<file path="src/mbpe_pkg.sv">
// ---------------------------------------------------------------------------
// mbpe_pkg: shared types, constants and functions of the payload encryptor
// Holds the session constants, the result entry type and the CRC, handshake
// and byte-swap helpers.
// ---------------------------------------------------------------------------
`default_nettype none

package mbpe_pkg;

  localparam int unsigned WordW         = 32;
  localparam int unsigned SizeW         = 19;
  localparam int unsigned CrcW          = 16;
  localparam int unsigned KindW         = 2;

  localparam int unsigned MaxImageBytes = 262144;
  localparam int unsigned HeaderBytes   = 192;
  localparam int unsigned MinImageBytes = 512;

  localparam logic [CrcW-1:0]  CrcPoly  = 16'ha1c1;
  localparam logic [CrcW-1:0]  CrcInit  = 16'h15a0;
  localparam logic [WordW-1:0] LcgMul   = 32'h6177614b;
  localparam logic [WordW-1:0] LcgMul2  = WordW'(64'(LcgMul) * 64'(LcgMul));
  localparam logic [WordW-1:0] LcgAdd2  = LcgMul + 32'd1;
  localparam logic [WordW-1:0] KeyXor   = 32'h7365646f;
  localparam logic [WordW-1:0] DataXor  = 32'h20796220;
  localparam logic [WordW-1:0] AddrBase = 32'h02000000;

  // Register byte addresses on the configuration port
  localparam logic [2:0] AddrImageBytes = 3'd0;
  localparam logic [2:0] AddrRawKey     = 3'd4;

  // Output queue
  localparam int unsigned FifoDepth = 4;
  localparam int unsigned PtrW      = $clog2(FifoDepth);
  localparam int unsigned CntW      = $clog2(FifoDepth + 1);

  typedef enum logic [KindW-1:0] {
    KindKey     = 2'd0,
    KindHeader  = 2'd1,
    KindPayload = 2'd2,
    KindSeal    = 2'd3
  } kind_e;

  typedef struct packed {
    logic [WordW-1:0] word;
    kind_e            kind;
    logic             last;
  } result_t;

  function automatic logic [WordW-1:0] swap32(input logic [WordW-1:0] v);
    swap32 = {v[7:0], v[15:8], v[23:16], v[31:24]};
  endfunction

  // LSB-first bit-serial CRC over one word, unrolled into an XOR network
  function automatic logic [CrcW-1:0] crc_word(input logic [CrcW-1:0]  crc_in,
                                               input logic [WordW-1:0] val);
    logic [CrcW-1:0] c;
    logic            fb;
    c = crc_in;
    for (int b = 0; b < WordW; b++) begin
      fb = c[0] ^ val[b];
      c  = c >> 1;
      if (fb) begin
        c = c ^ CrcPoly;
      end
    end
    crc_word = c;
  endfunction

  // Key word announced before the image, derived from the send size
  function automatic logic [WordW-1:0] handshake_key(input logic [SizeW-1:0] size);
    logic [SizeW-1:0] diff;
    logic [15:0]      n;
    logic [WordW-1:0] r2;
    logic [WordW-1:0] r3;
    logic [WordW-1:0] k;
    diff = size - SizeW'(MinImageBytes);
    n    = 16'(diff >> 3);
    r2   = (32'(n & 16'h3f80) << 1) | (32'(n & 16'h4000) << 2) | 32'(n & 16'h007f)
         | 32'h00380000;
    r3   = (r2 >> 8) + (r2 >> 16) + r2;
    r3   = (r3 << 24) | r2 | 32'h80808080;
    if (!r3[9]) begin
      k = {r3[7:0] ^ 8'h4b, r3[15:8] ^ 8'h61, r3[23:16] ^ 8'h77, r3[31:24] ^ 8'h61};
    end else begin
      k = {r3[7:0] ^ 8'h73, r3[15:8] ^ 8'h65, r3[23:16] ^ 8'h64, r3[31:24] ^ 8'h6f};
    end
    handshake_key = k;
  endfunction

endpackage

`default_nettype wire

</file>
<file path="src/multiboot_payload_encryptor_unit.sv">
// ---------------------------------------------------------------------------
// multiboot_payload_encryptor_unit: boot image stream encryptor
// Turns a stream of image words into the link words of one boot session.
// ---------------------------------------------------------------------------
// Usage:
//   Program image_bytes (address 0x0) and raw_session_key (address 0x4) over
//   the APB port while the block is idle, then stream the image words on the
//   s_axis side, one little-endian 32-bit word per transaction.
//   The first word of a session produces a handshake key word followed by
//   the header word; the last word produces the encrypted word followed by
//   the sealed CRC word. Every other word produces a single link word.
//   m_axis_tuser carries the word kind, m_axis_tlast marks the final link
//   word caused by an input word.
//   A link word is registered in the result queue before it reaches m_axis.
//   Throughput: one input word per cycle while s_axis_tready is high; a
//   word with two results fills two entries ahead of the single output port.
//   All per-word work (CRC network, key multiply) sits between the input
//   handshake and a four-entry result queue.
//   Reset: empties the queue and returns to the start of a session.
//   Output stall: the queue absorbs results; s_axis_tready drops once fewer
//   than two free entries remain, and nothing is lost.
// ---------------------------------------------------------------------------
`default_nettype none

module multiboot_payload_encryptor_unit
  import mbpe_pkg::*;
(
  input  wire logic              clk_i,
  input  wire logic              rst_ni,
  // APB configuration port
  input  wire logic              psel,
  input  wire logic              penable,
  input  wire logic              pwrite,
  input  wire logic [2:0]        paddr,
  input  wire logic [31:0]       pwdata,
  output logic      [31:0]       prdata,
  output logic                   pready,
  // Image words in
  input  wire logic              s_axis_tvalid,
  output logic                   s_axis_tready,
  input  wire logic [WordW-1:0]  s_axis_tdata,   // [31:0] image_word
  // Link words out
  output logic                   m_axis_tvalid,
  input  wire logic              m_axis_tready,
  output logic      [WordW-1:0]  m_axis_tdata,   // [31:0] link_word
  output logic      [KindW-1:0]  m_axis_tuser,   // [1:0] word_kind
  output logic                   m_axis_tlast    // last_of_run
);

  // Configuration registers
  logic [SizeW-1:0] image_bytes_q;
  logic [WordW-1:0] raw_key_q;
  logic             cfg_wr;

  // Session state
  logic [SizeW-1:0] offset_q, offset_d;
  logic [CrcW-1:0]  crc_q, crc_d;
  logic [WordW-1:0] key_q, key_d;

  // Result queue
  result_t          fifo_q [FifoDepth];
  logic [PtrW-1:0]  wr_ptr_q, rd_ptr_q;
  logic [CntW-1:0]  cnt_q;

  logic             in_fire, out_fire;
  logic [SizeW-1:0] clamped, send_size;
  logic             first, in_header, last;
  logic [WordW-1:0] key_base, key1, key2, key_mul1, key_mul2;
  logic [CrcW-1:0]  crc_base, crc1;
  logic [WordW-1:0] payload_word, seal_word, seal_plain;
  logic [SizeW:0]   off_plus4;
  result_t          res0, res1;
  logic             push_two;

  // ---------------- configuration port ----------------
  assign pready = 1'b1;
  assign cfg_wr = psel && penable && pwrite;

  always_ff @(posedge clk_i or negedge rst_ni) begin
    if (!rst_ni) begin
      image_bytes_q <= SizeW'(MinImageBytes);
      raw_key_q     <= '0;
    end else if (cfg_wr) begin
      if (paddr[2] == AddrRawKey[2]) begin
        raw_key_q <= pwdata;
      end else begin
        image_bytes_q <= pwdata[SizeW-1:0];
      end
    end
  end

  assign prdata = (paddr[2] == AddrRawKey[2]) ? raw_key_q
                                                : {{(32-SizeW){1'b0}}, image_bytes_q};

  // ---------------- per-word datapath ----------------
  // Saturate the length into range, then round up to a multiple of eight
  always_comb begin
    clamped = image_bytes_q;
    if (clamped < SizeW'(MinImageBytes)) begin
      clamped = SizeW'(MinImageBytes);
    end
    if (clamped > SizeW'(MaxImageBytes)) begin
      clamped = SizeW'(MaxImageBytes);
    end
    send_size = (clamped + SizeW'(7)) & ~SizeW'(7);
  end

  assign first     = (offset_q == '0);
  assign in_header = (offset_q < SizeW'(HeaderBytes));
  assign off_plus4 = {1'b0, offset_q} + (SizeW+1)'(4);
  assign last      = (off_plus4 >= {1'b0, send_size});

  // Load the key and CRC at session start, otherwise carry them on
  assign key_base = first ? swap32(raw_key_q ^ KeyXor) : key_q;
  assign crc_base = first ? CrcInit : crc_q;

  // One and two LCG steps, each a single constant multiply from the base key
  assign key_mul1 = key_base * LcgMul;
  assign key_mul2 = key_base * LcgMul2;

  assign crc1 = in_header ? crc_base : crc_word(crc_base, s_axis_tdata);
  assign key1 = in_header ? key_base : key_mul1 + 32'd1;
  // The seal always follows a masked payload word, so it takes the second step
  assign key2 = key_mul2 + LcgAdd2;

  assign payload_word = s_axis_tdata ^ key1
                      ^ (~({{(WordW-SizeW){1'b0}}, offset_q} + AddrBase) + 32'd1)
                      ^ DataXor;
  assign seal_plain   = {send_size[15:0], crc1};
  assign seal_word    = seal_plain ^ key2
                      ^ (~({{(WordW-SizeW-1){1'b0}}, off_plus4} + AddrBase) + 32'd1)
                      ^ DataXor;

  always_comb begin
    res0     = '{word: payload_word, kind: KindPayload, last: 1'b1};
    res1     = '{word: seal_word, kind: KindSeal, last: 1'b1};
    push_two = 1'b0;
    if (first) begin
      res0     = '{word: swap32(handshake_key(send_size)), kind: KindKey, last: 1'b0};
      res1     = '{word: s_axis_tdata, kind: KindHeader, last: 1'b1};
      push_two = 1'b1;
    end else if (in_header) begin
      res0 = '{word: s_axis_tdata, kind: KindHeader, last: 1'b1};
    end else if (last) begin
      res0.last = 1'b0;
      push_two  = 1'b1;
    end
  end

  always_comb begin
    offset_d = last ? '0 : off_plus4[SizeW-1:0];
    crc_d    = crc1;
    key_d    = last ? key2 : key1;
  end

  always_ff @(posedge clk_i or negedge rst_ni) begin
    if (!rst_ni) begin
      offset_q <= '0;
      crc_q    <= CrcInit;
      key_q    <= '0;
    end else if (in_fire) begin
      offset_q <= offset_d;
      crc_q    <= crc_d;
      key_q    <= key_d;
    end
  end

  // ---------------- result queue ----------------
  // Hold input off unless two entries are free, so a two-result word always fits
  assign s_axis_tready = (cnt_q <= CntW'(FifoDepth - 2));
  assign in_fire       = s_axis_tvalid && s_axis_tready;
  assign m_axis_tvalid = (cnt_q != '0);
  assign out_fire      = m_axis_tvalid && m_axis_tready;

  always_ff @(posedge clk_i) begin
    if (in_fire) begin
      fifo_q[wr_ptr_q] <= res0;
      if (push_two) begin
        fifo_q[wr_ptr_q + PtrW'(1)] <= res1;
      end
    end
  end

  always_ff @(posedge clk_i or negedge rst_ni) begin
    if (!rst_ni) begin
      wr_ptr_q <= '0;
      rd_ptr_q <= '0;
      cnt_q    <= '0;
    end else begin
      if (in_fire) begin
        wr_ptr_q <= wr_ptr_q + (push_two ? PtrW'(2) : PtrW'(1));
      end
      if (out_fire) begin
        rd_ptr_q <= rd_ptr_q + PtrW'(1);
      end
      cnt_q <= cnt_q + (in_fire ? (push_two ? CntW'(2) : CntW'(1)) : CntW'(0))
                     - (out_fire ? CntW'(1) : CntW'(0));
    end
  end

  assign m_axis_tdata = fifo_q[rd_ptr_q].word;
  assign m_axis_tuser = fifo_q[rd_ptr_q].kind;
  assign m_axis_tlast = fifo_q[rd_ptr_q].last;

endmodule

`default_nettype wire
</file>
<file path="config.mk">
export PLATFORM = sky130hd
export DESIGN_NAME = multiboot_payload_encryptor_unit
export DESIGN_NICKNAME = d
export VERILOG_FILES = /design/src/mbpe_pkg.sv /design/src/multiboot_payload_encryptor_unit.sv
export SDC_FILE = /design/constraint.sdc
export NUM_CORES = 2
export LEC_CHECK = 0
export ABC_AREA = 1
export BUFFER_PORTS_ARGS = -buffer_cell sky130_fd_sc_hd__buf_2
export CAP_MARGIN = 0
export CORE_ASPECT_RATIO = 1.25
export CORE_MARGIN = 2
export CORE_UTILIZATION = 61
export CTS_CLUSTER_SIZE = 40
export DETAILED_ROUTE_END_ITERATION = 12
export GPL_TIMING_DRIVEN = 0
export PLACE_DENSITY = 0.79
export SLEW_MARGIN = 20
export SYNTH_ARGS = -nofsm -noshare
export SYNTH_HDL_FRONTEND = slang
export SYNTH_SLANG_ARGS = --single-unit
</file>
<file path="constraint.sdc">
create_clock -name clk_i -period 11.9 [get_ports clk_i]
set_input_delay 0.595 -clock clk_i [delete_from_list [all_inputs] [get_ports clk_i]]
set_output_delay 0.595 -clock clk_i [all_outputs]
set_load 0.01 [all_outputs]
</file>
=== Yosys cells after proc, flatten, opt, wreduce, memory -nomap -nowiden ===
Memory sizes are Yosys's and may differ from the RTL's.
Index checks and enable logic that the tools add are counted.

* Output and inout port bits: 70
* Logic and storage cells: 184
* Memories kept: 1
* Input bits: 74
* Bits in registers: 125
* Bits in writable memories: 140

* Mux-type cells: 59
* Reduce and logical (&&, ||, !) cells: 8
* Magnitude comparators: 5
* Add/subtract/negate cells: 16
* Bitwise logic cells: 85
* $mul: 2

{| class="wikitable"
|+ Memories
! name !! depth !! width !! read ports !! clocked after Yosys merged registers in !! wr ports !! line !! RTL
|-
| fifo_q || 4 || 35 || 1 || 0 || 2 || multiboot_payload_encryptor_unit.sv:61 || <nowiki>result_t fifo_q [FifoDepth];</nowiki>
|}

{| class="wikitable"
|+ Operators by type and width
! cell !! number
|-
| 2-to-1 mux 16 bit || 34
|-
| NOT 5 -> 6 bit || 32
|-
| 2-to-1 mux 32 bit || 4
|-
| XOR 32 bit || 4
|-
| adder 32 x 1 -> 32 bit, second input constant || 3
|-
| 2-to-1 mux 35 bit || 2
|-
| multiplier 32 x 31 -> 32 bit, second input constant || 2
|-
| NOT 27 -> 32 bit || 2
|-
| 2-to-1 mux 19 bit || 3
|-
| 2-to-1 mux 34 bit || 1
|-
| adder 32 x 31 -> 32 bit, second input constant || 1
|-
| XOR 1 bit || 32
|-
| 2-to-1 mux 31 bit || 1
|-
| OR 31 x 22 -> 31 bit || 1
|-
| adder 19 x 26 -> 27 bit, second input constant || 1
|-
| adder 20 x 26 -> 27 bit, second input constant || 1
|-
| adder 19 x 3 -> 20 bit, second input constant || 1
|-
| greater-or-equal comparator 20 x 19 -> 1 bit || 1
|-
| NOT 10 bit || 2
|-
| adder 19 x 3 -> 19 bit, second input constant || 1
|-
| greater-than comparator 19 bit, second input constant || 1
|-
| zero test 19 bit || 1
|-
| less-than comparator 19 x 10 -> 1 bit, second input constant || 1
|-
| less-than comparator 19 x 8 -> 1 bit, second input constant || 1
|-
| other kinds (21) || 42
|}

=== Depth between registers and ports, before layout ===
* Word-level depth: 71
* Gate-level depth with buffers: 58
* Mapped depth without buffers: 57

=== Worst setup path after synthesis ===
OpenSTA, ideal clock, no wires.

* Path kind: register to register
* Start point: register offset_q[2]
* End point: memory fifo_q[0][33] (netlist name), data pin
* Path buffers: 6
* Data required time: 11,626 ps
* Stages on the path, launching flop included: 55
* Slack: 1,157 ps
* Period minus slack after synthesis: 10,743 ps
* Arrival: 10,469 ps
* Setup time: 274 ps
* Cells stage by stage: dfrtp_1 > clkinv_1 > ha_1 > nand2_2 > nor2_4 > nand3_4 > buf_6 > clkbuf_1 > clkbuf_1 > clkbuf_1 > clkbuf_1 > clkbuf_1 > nand2_1 > o21ai_0 > inv_1 > fa_1 > inv_1 > ha_1 > [19 not listed] > o21ai_0 > nand3_1 > nand2_1 > a21oi_1 > o21bai_1 > a21oi_1 > o21bai_1 > nand3_1 > nand2_1 > nand3_1 > nand2_1 > a21oi_1 > nor2_1 > nor2_1 > xor2_1 > xor2_1 > o21ai_0 > o22ai_1

{| class="wikitable"
|+ RTL lines
! element !! line !! RTL
|-
| start: declaration || multiboot_payload_encryptor_unit.sv:56 || <nowiki>logic [SizeW-1:0] offset_q, offset_d;</nowiki>
|-
| start signal: assignment || multiboot_payload_encryptor_unit.sv:162 || <nowiki>offset_q <= offset_d;</nowiki>
|-
| end: declaration || multiboot_payload_encryptor_unit.sv:61 ||
|}

==> reports/summary.txt <==
Die Y = 275 microns
First-pass iteration count of the detailed router = 7
Synth top area share = 0.234
Global routing's busiest layer = met2
Core area = 58200 sq um
Proportion of layout cells with a drive suffix above 1 = 0.0947
CTS tree = done
Synth top cells by count = inv_1, nand2_1, fa_1, ha_1, o21ai_0
Vias in the first global route = 30.6k
Gr usage total = 0.435
CP max stage cell = fa_1
I/O pin cnt = 144
Ranking of synthesized cells by area = fa_1, ha_1, edfxtp_1
Worst-path fanout max = 28
Initial core utilization = 0.614
First-pass GRT wire length = 190000 microns
Drt total wl = 130000 microns
Clk slew on worst S/H paths = 0.07 ns
Count leader, synth = inv_1
Slew Limit Fails = 0
Arrival @ worst endpoint = 11.86 ns
Post-synthesis sequential area ratio = 0.202
Worst Setup End Kind = flop
Nets = 5203
Pin count of the biggest net entering global routing = 86
Post-synthesis cell type count = 67
GPL Wtd Cong = 1.13
Setup TNS = 0 ns
CTS buffer count = 28
Initial antenna violation count = 8
Fmax = 86.4 MHz
Slew HR = 0.142
Final period utilization = 0.972
Post-route minimum period = 11.57 ns
Vias per std cell = 6.00
Post-synth EDFFs = 132
Die ar. = 60600 sq um
Worst Max-Slew Pin Slew = 1.27 ns
Worst hold path class = in -> reg
M3 GR Usage = 0.116
IO buf count = 140
Total via count in the routed design = 30.9k
Worst EP required = 12.18 ns
Grt ovf = 0
Clk sink count = 263
Primary FF master, synth = edfxtp_1
Iter 0 DRT Violations = 3526
Detail Route Antenna Nets = 0
DP Wirelength = 106000 microns
Syn. warnings = 0
CP peak stage delay = 0.55 ns
Synthesized flop and latch total = 263
Per-cell routed wire length = 25.3 microns
Hold Fails Final Rpt = 0
Yosys top cell by area = fa_1
Mapped Cells = 4160
Met1 Track Usage GR = 0.485
CTS Root Cell = clkbuf_16
Max_cap viols = 0
Async SR Flop Fraction = 0.468
Final setup viols = 0
Synth Cell Area = 35700 sq um
Worst skew pair latency = 0.60 ns
Synthesized Nets = 5004
Final Skew = 0.0378 ns
Most used cell, CP = nand2_1
P&R area growth vs syn = 9.10%
Clock Path Buffers = 3
Number of remaining DRC errors = 0
Die W = 221 microns
Setup crit start kind = flop
H-tree levels = 1
Met2 Use GR = 0.682
Mean Syn Cell Area = 8.59 sq um
Std cell rows = 99
WS Path Type = reg -> reg
Status = complete, no violations
metal layers:
metal / up-vias / wire length, microns
met5: - / 69
met4: 10 / 15500
met3: 711 / 14300
met2: 2099 / 57400
met1: 14600 / 42700
li1: 13500 / -
worst paths after layout:
path	start	endpoint	slack, ns	cells past startpoint
min reg2reg	crc_q[14]$_DFFE_PN0P_	crc_q[14]$_DFFE_PN0P_	0.49	2
max	offset_q[2]$_DFFE_PN0P_	fifo_q[2][33]$_DFFE_PP_	0.33	50
max reg2reg	offset_q[2]$_DFFE_PN0P_	fifo_q[2][33]$_DFFE_PP_	0.33	50
min in group asynchronous	rst_ni	offset_q[6]$_DFFE_PN0P_	0.49	2
max in group asynchronous	rst_ni	key_q[28]$_DFFE_PN0P_	10.62	3
min	pwdata[24]	raw_key_q[24]$_DFFE_PN0P_	0.22	2
kinds of logic after synthesis:
kind of cell	synth area share
buffers and inverters	0.115
and+or+nand+nor	0.136
adders and majority gates	0.357
AOI/OAI and AO/OA	0.0986
xor gates and xnor gates	0.0891
DFF	0.202
muxes	0.00284
other	0.000105
cell type report:
type | instances | area (sq um)
Antenna cell | 11 | 27.5
Buffer | 117 | 498
Clock buffer | 31 | 722
Clock inverter | 21 | 294
Fill cell | 4816 | 19200
Inverter | 961 | 3620
Multi-Input combinational cell | 2817 | 24600
Sequential cell | 263 | 7210
Tap cell | 757 | 947
Timing Repair Buffer | 171 | 1130
cell usage in the layout (no fill, tap or decap), types with 8 or more instances in the layout:
| cell type | Yosys | layout |
|---|---|---|
| inv_1 | 946 | 945 |
| nand2_1 | 568 | 563 |
| fa_1 | 417 | 417 |
| ha_1 | 353 | 352 |
| o21ai_0 | 301 | 273 |
| xor2_1 | 223 | 221 |
| nor2_1 | 194 | 194 |
| buf_2 | 7 | 147 |
| nand3_1 | 145 | 145 |
| edfxtp_1 | 132 | 132 |
| a21oi_1 | 121 | 121 |
| dfrtp_1 | 117 | 116 |
| o22ai_1 | 113 | 113 |
| xnor2_1 | 102 | 102 |
| clkbuf_1 | 100 | 95 |
| nand2_2 | 33 | 37 |
| clkbuf_16 | 0 | 28 |
| nor3_1 | 25 | 23 |
| nand2_4 | 20 | 21 |
| nand3_2 | 21 | 21 |
| o21ai_2 | 1 | 19 |
| o21ai_1 | 9 | 18 |
| o211ai_1 | 17 | 17 |
| nand4_1 | 14 | 14 |
| buf_6 | 4 | 14 |
| xor2_2 | 12 | 14 |
| or2_2 | 12 | 12 |
| buf_4 | 3 | 12 |
| diode_2 | 0 | 11 |
| nor4_1 | 9 | 9 |
| o221ai_1 | 9 | 9 |
| mux2_2 | 9 | 9 |
| inv_2 | 8 | 8 |
| dfxtp_1 | 8 | 8 |
sequential cells by signal, indices dropped and copies added, names as in the netlist:
register	flops
offset_q	17
fifo_q	140
wr_ptr_q	2
crc_q	16
raw_key_q	32
image_bytes_q	19
cnt_q	3
key_q	32
rd_ptr_q	2
worst max-delay path, delay by kind of cell (launching register included):
kind / cells / cell delay (ns)
AOI/OAI and AO/OA: 14 / 2.52
and+or+nand+nor: 14 / 1.33
xor gates and xnor gates: 2 / 0.55
buffers and inverters: 10 / 2.29
DFF: 1 / 0.47
adders and majority gates: 10 / 4.05
per-stage QoR:
step	instances	util	setup WS, ns	instance area, sq um	hold slack, ns
2_1_floorplan	4160	-	1.16	35700	0.299
3_3_place_gp	5057	0.642	-2.66	37400	0.447
3_5_place_dp	5084	0.651	-1.95	37900	0.455
4_1_cts	5135	0.668	0.0401	38900	0.230
5_1_grt	5140	0.669	-0.0150	39000	0.232
6_report	5149	0.670	0.329	39000	0.223
repair_timing:
item,in CTS,in global routing
endpoints found under the setup margin,72,26
pin swaps,0,1
gates resized for setup,8,13
hold endpoints to repair,33,0
hold buffers,1,0
setup buffers,0,2
Power is left out: the tool's default activity adds up to more than one toggle a clock period on the data nets, which glitch-free logic cannot reach.
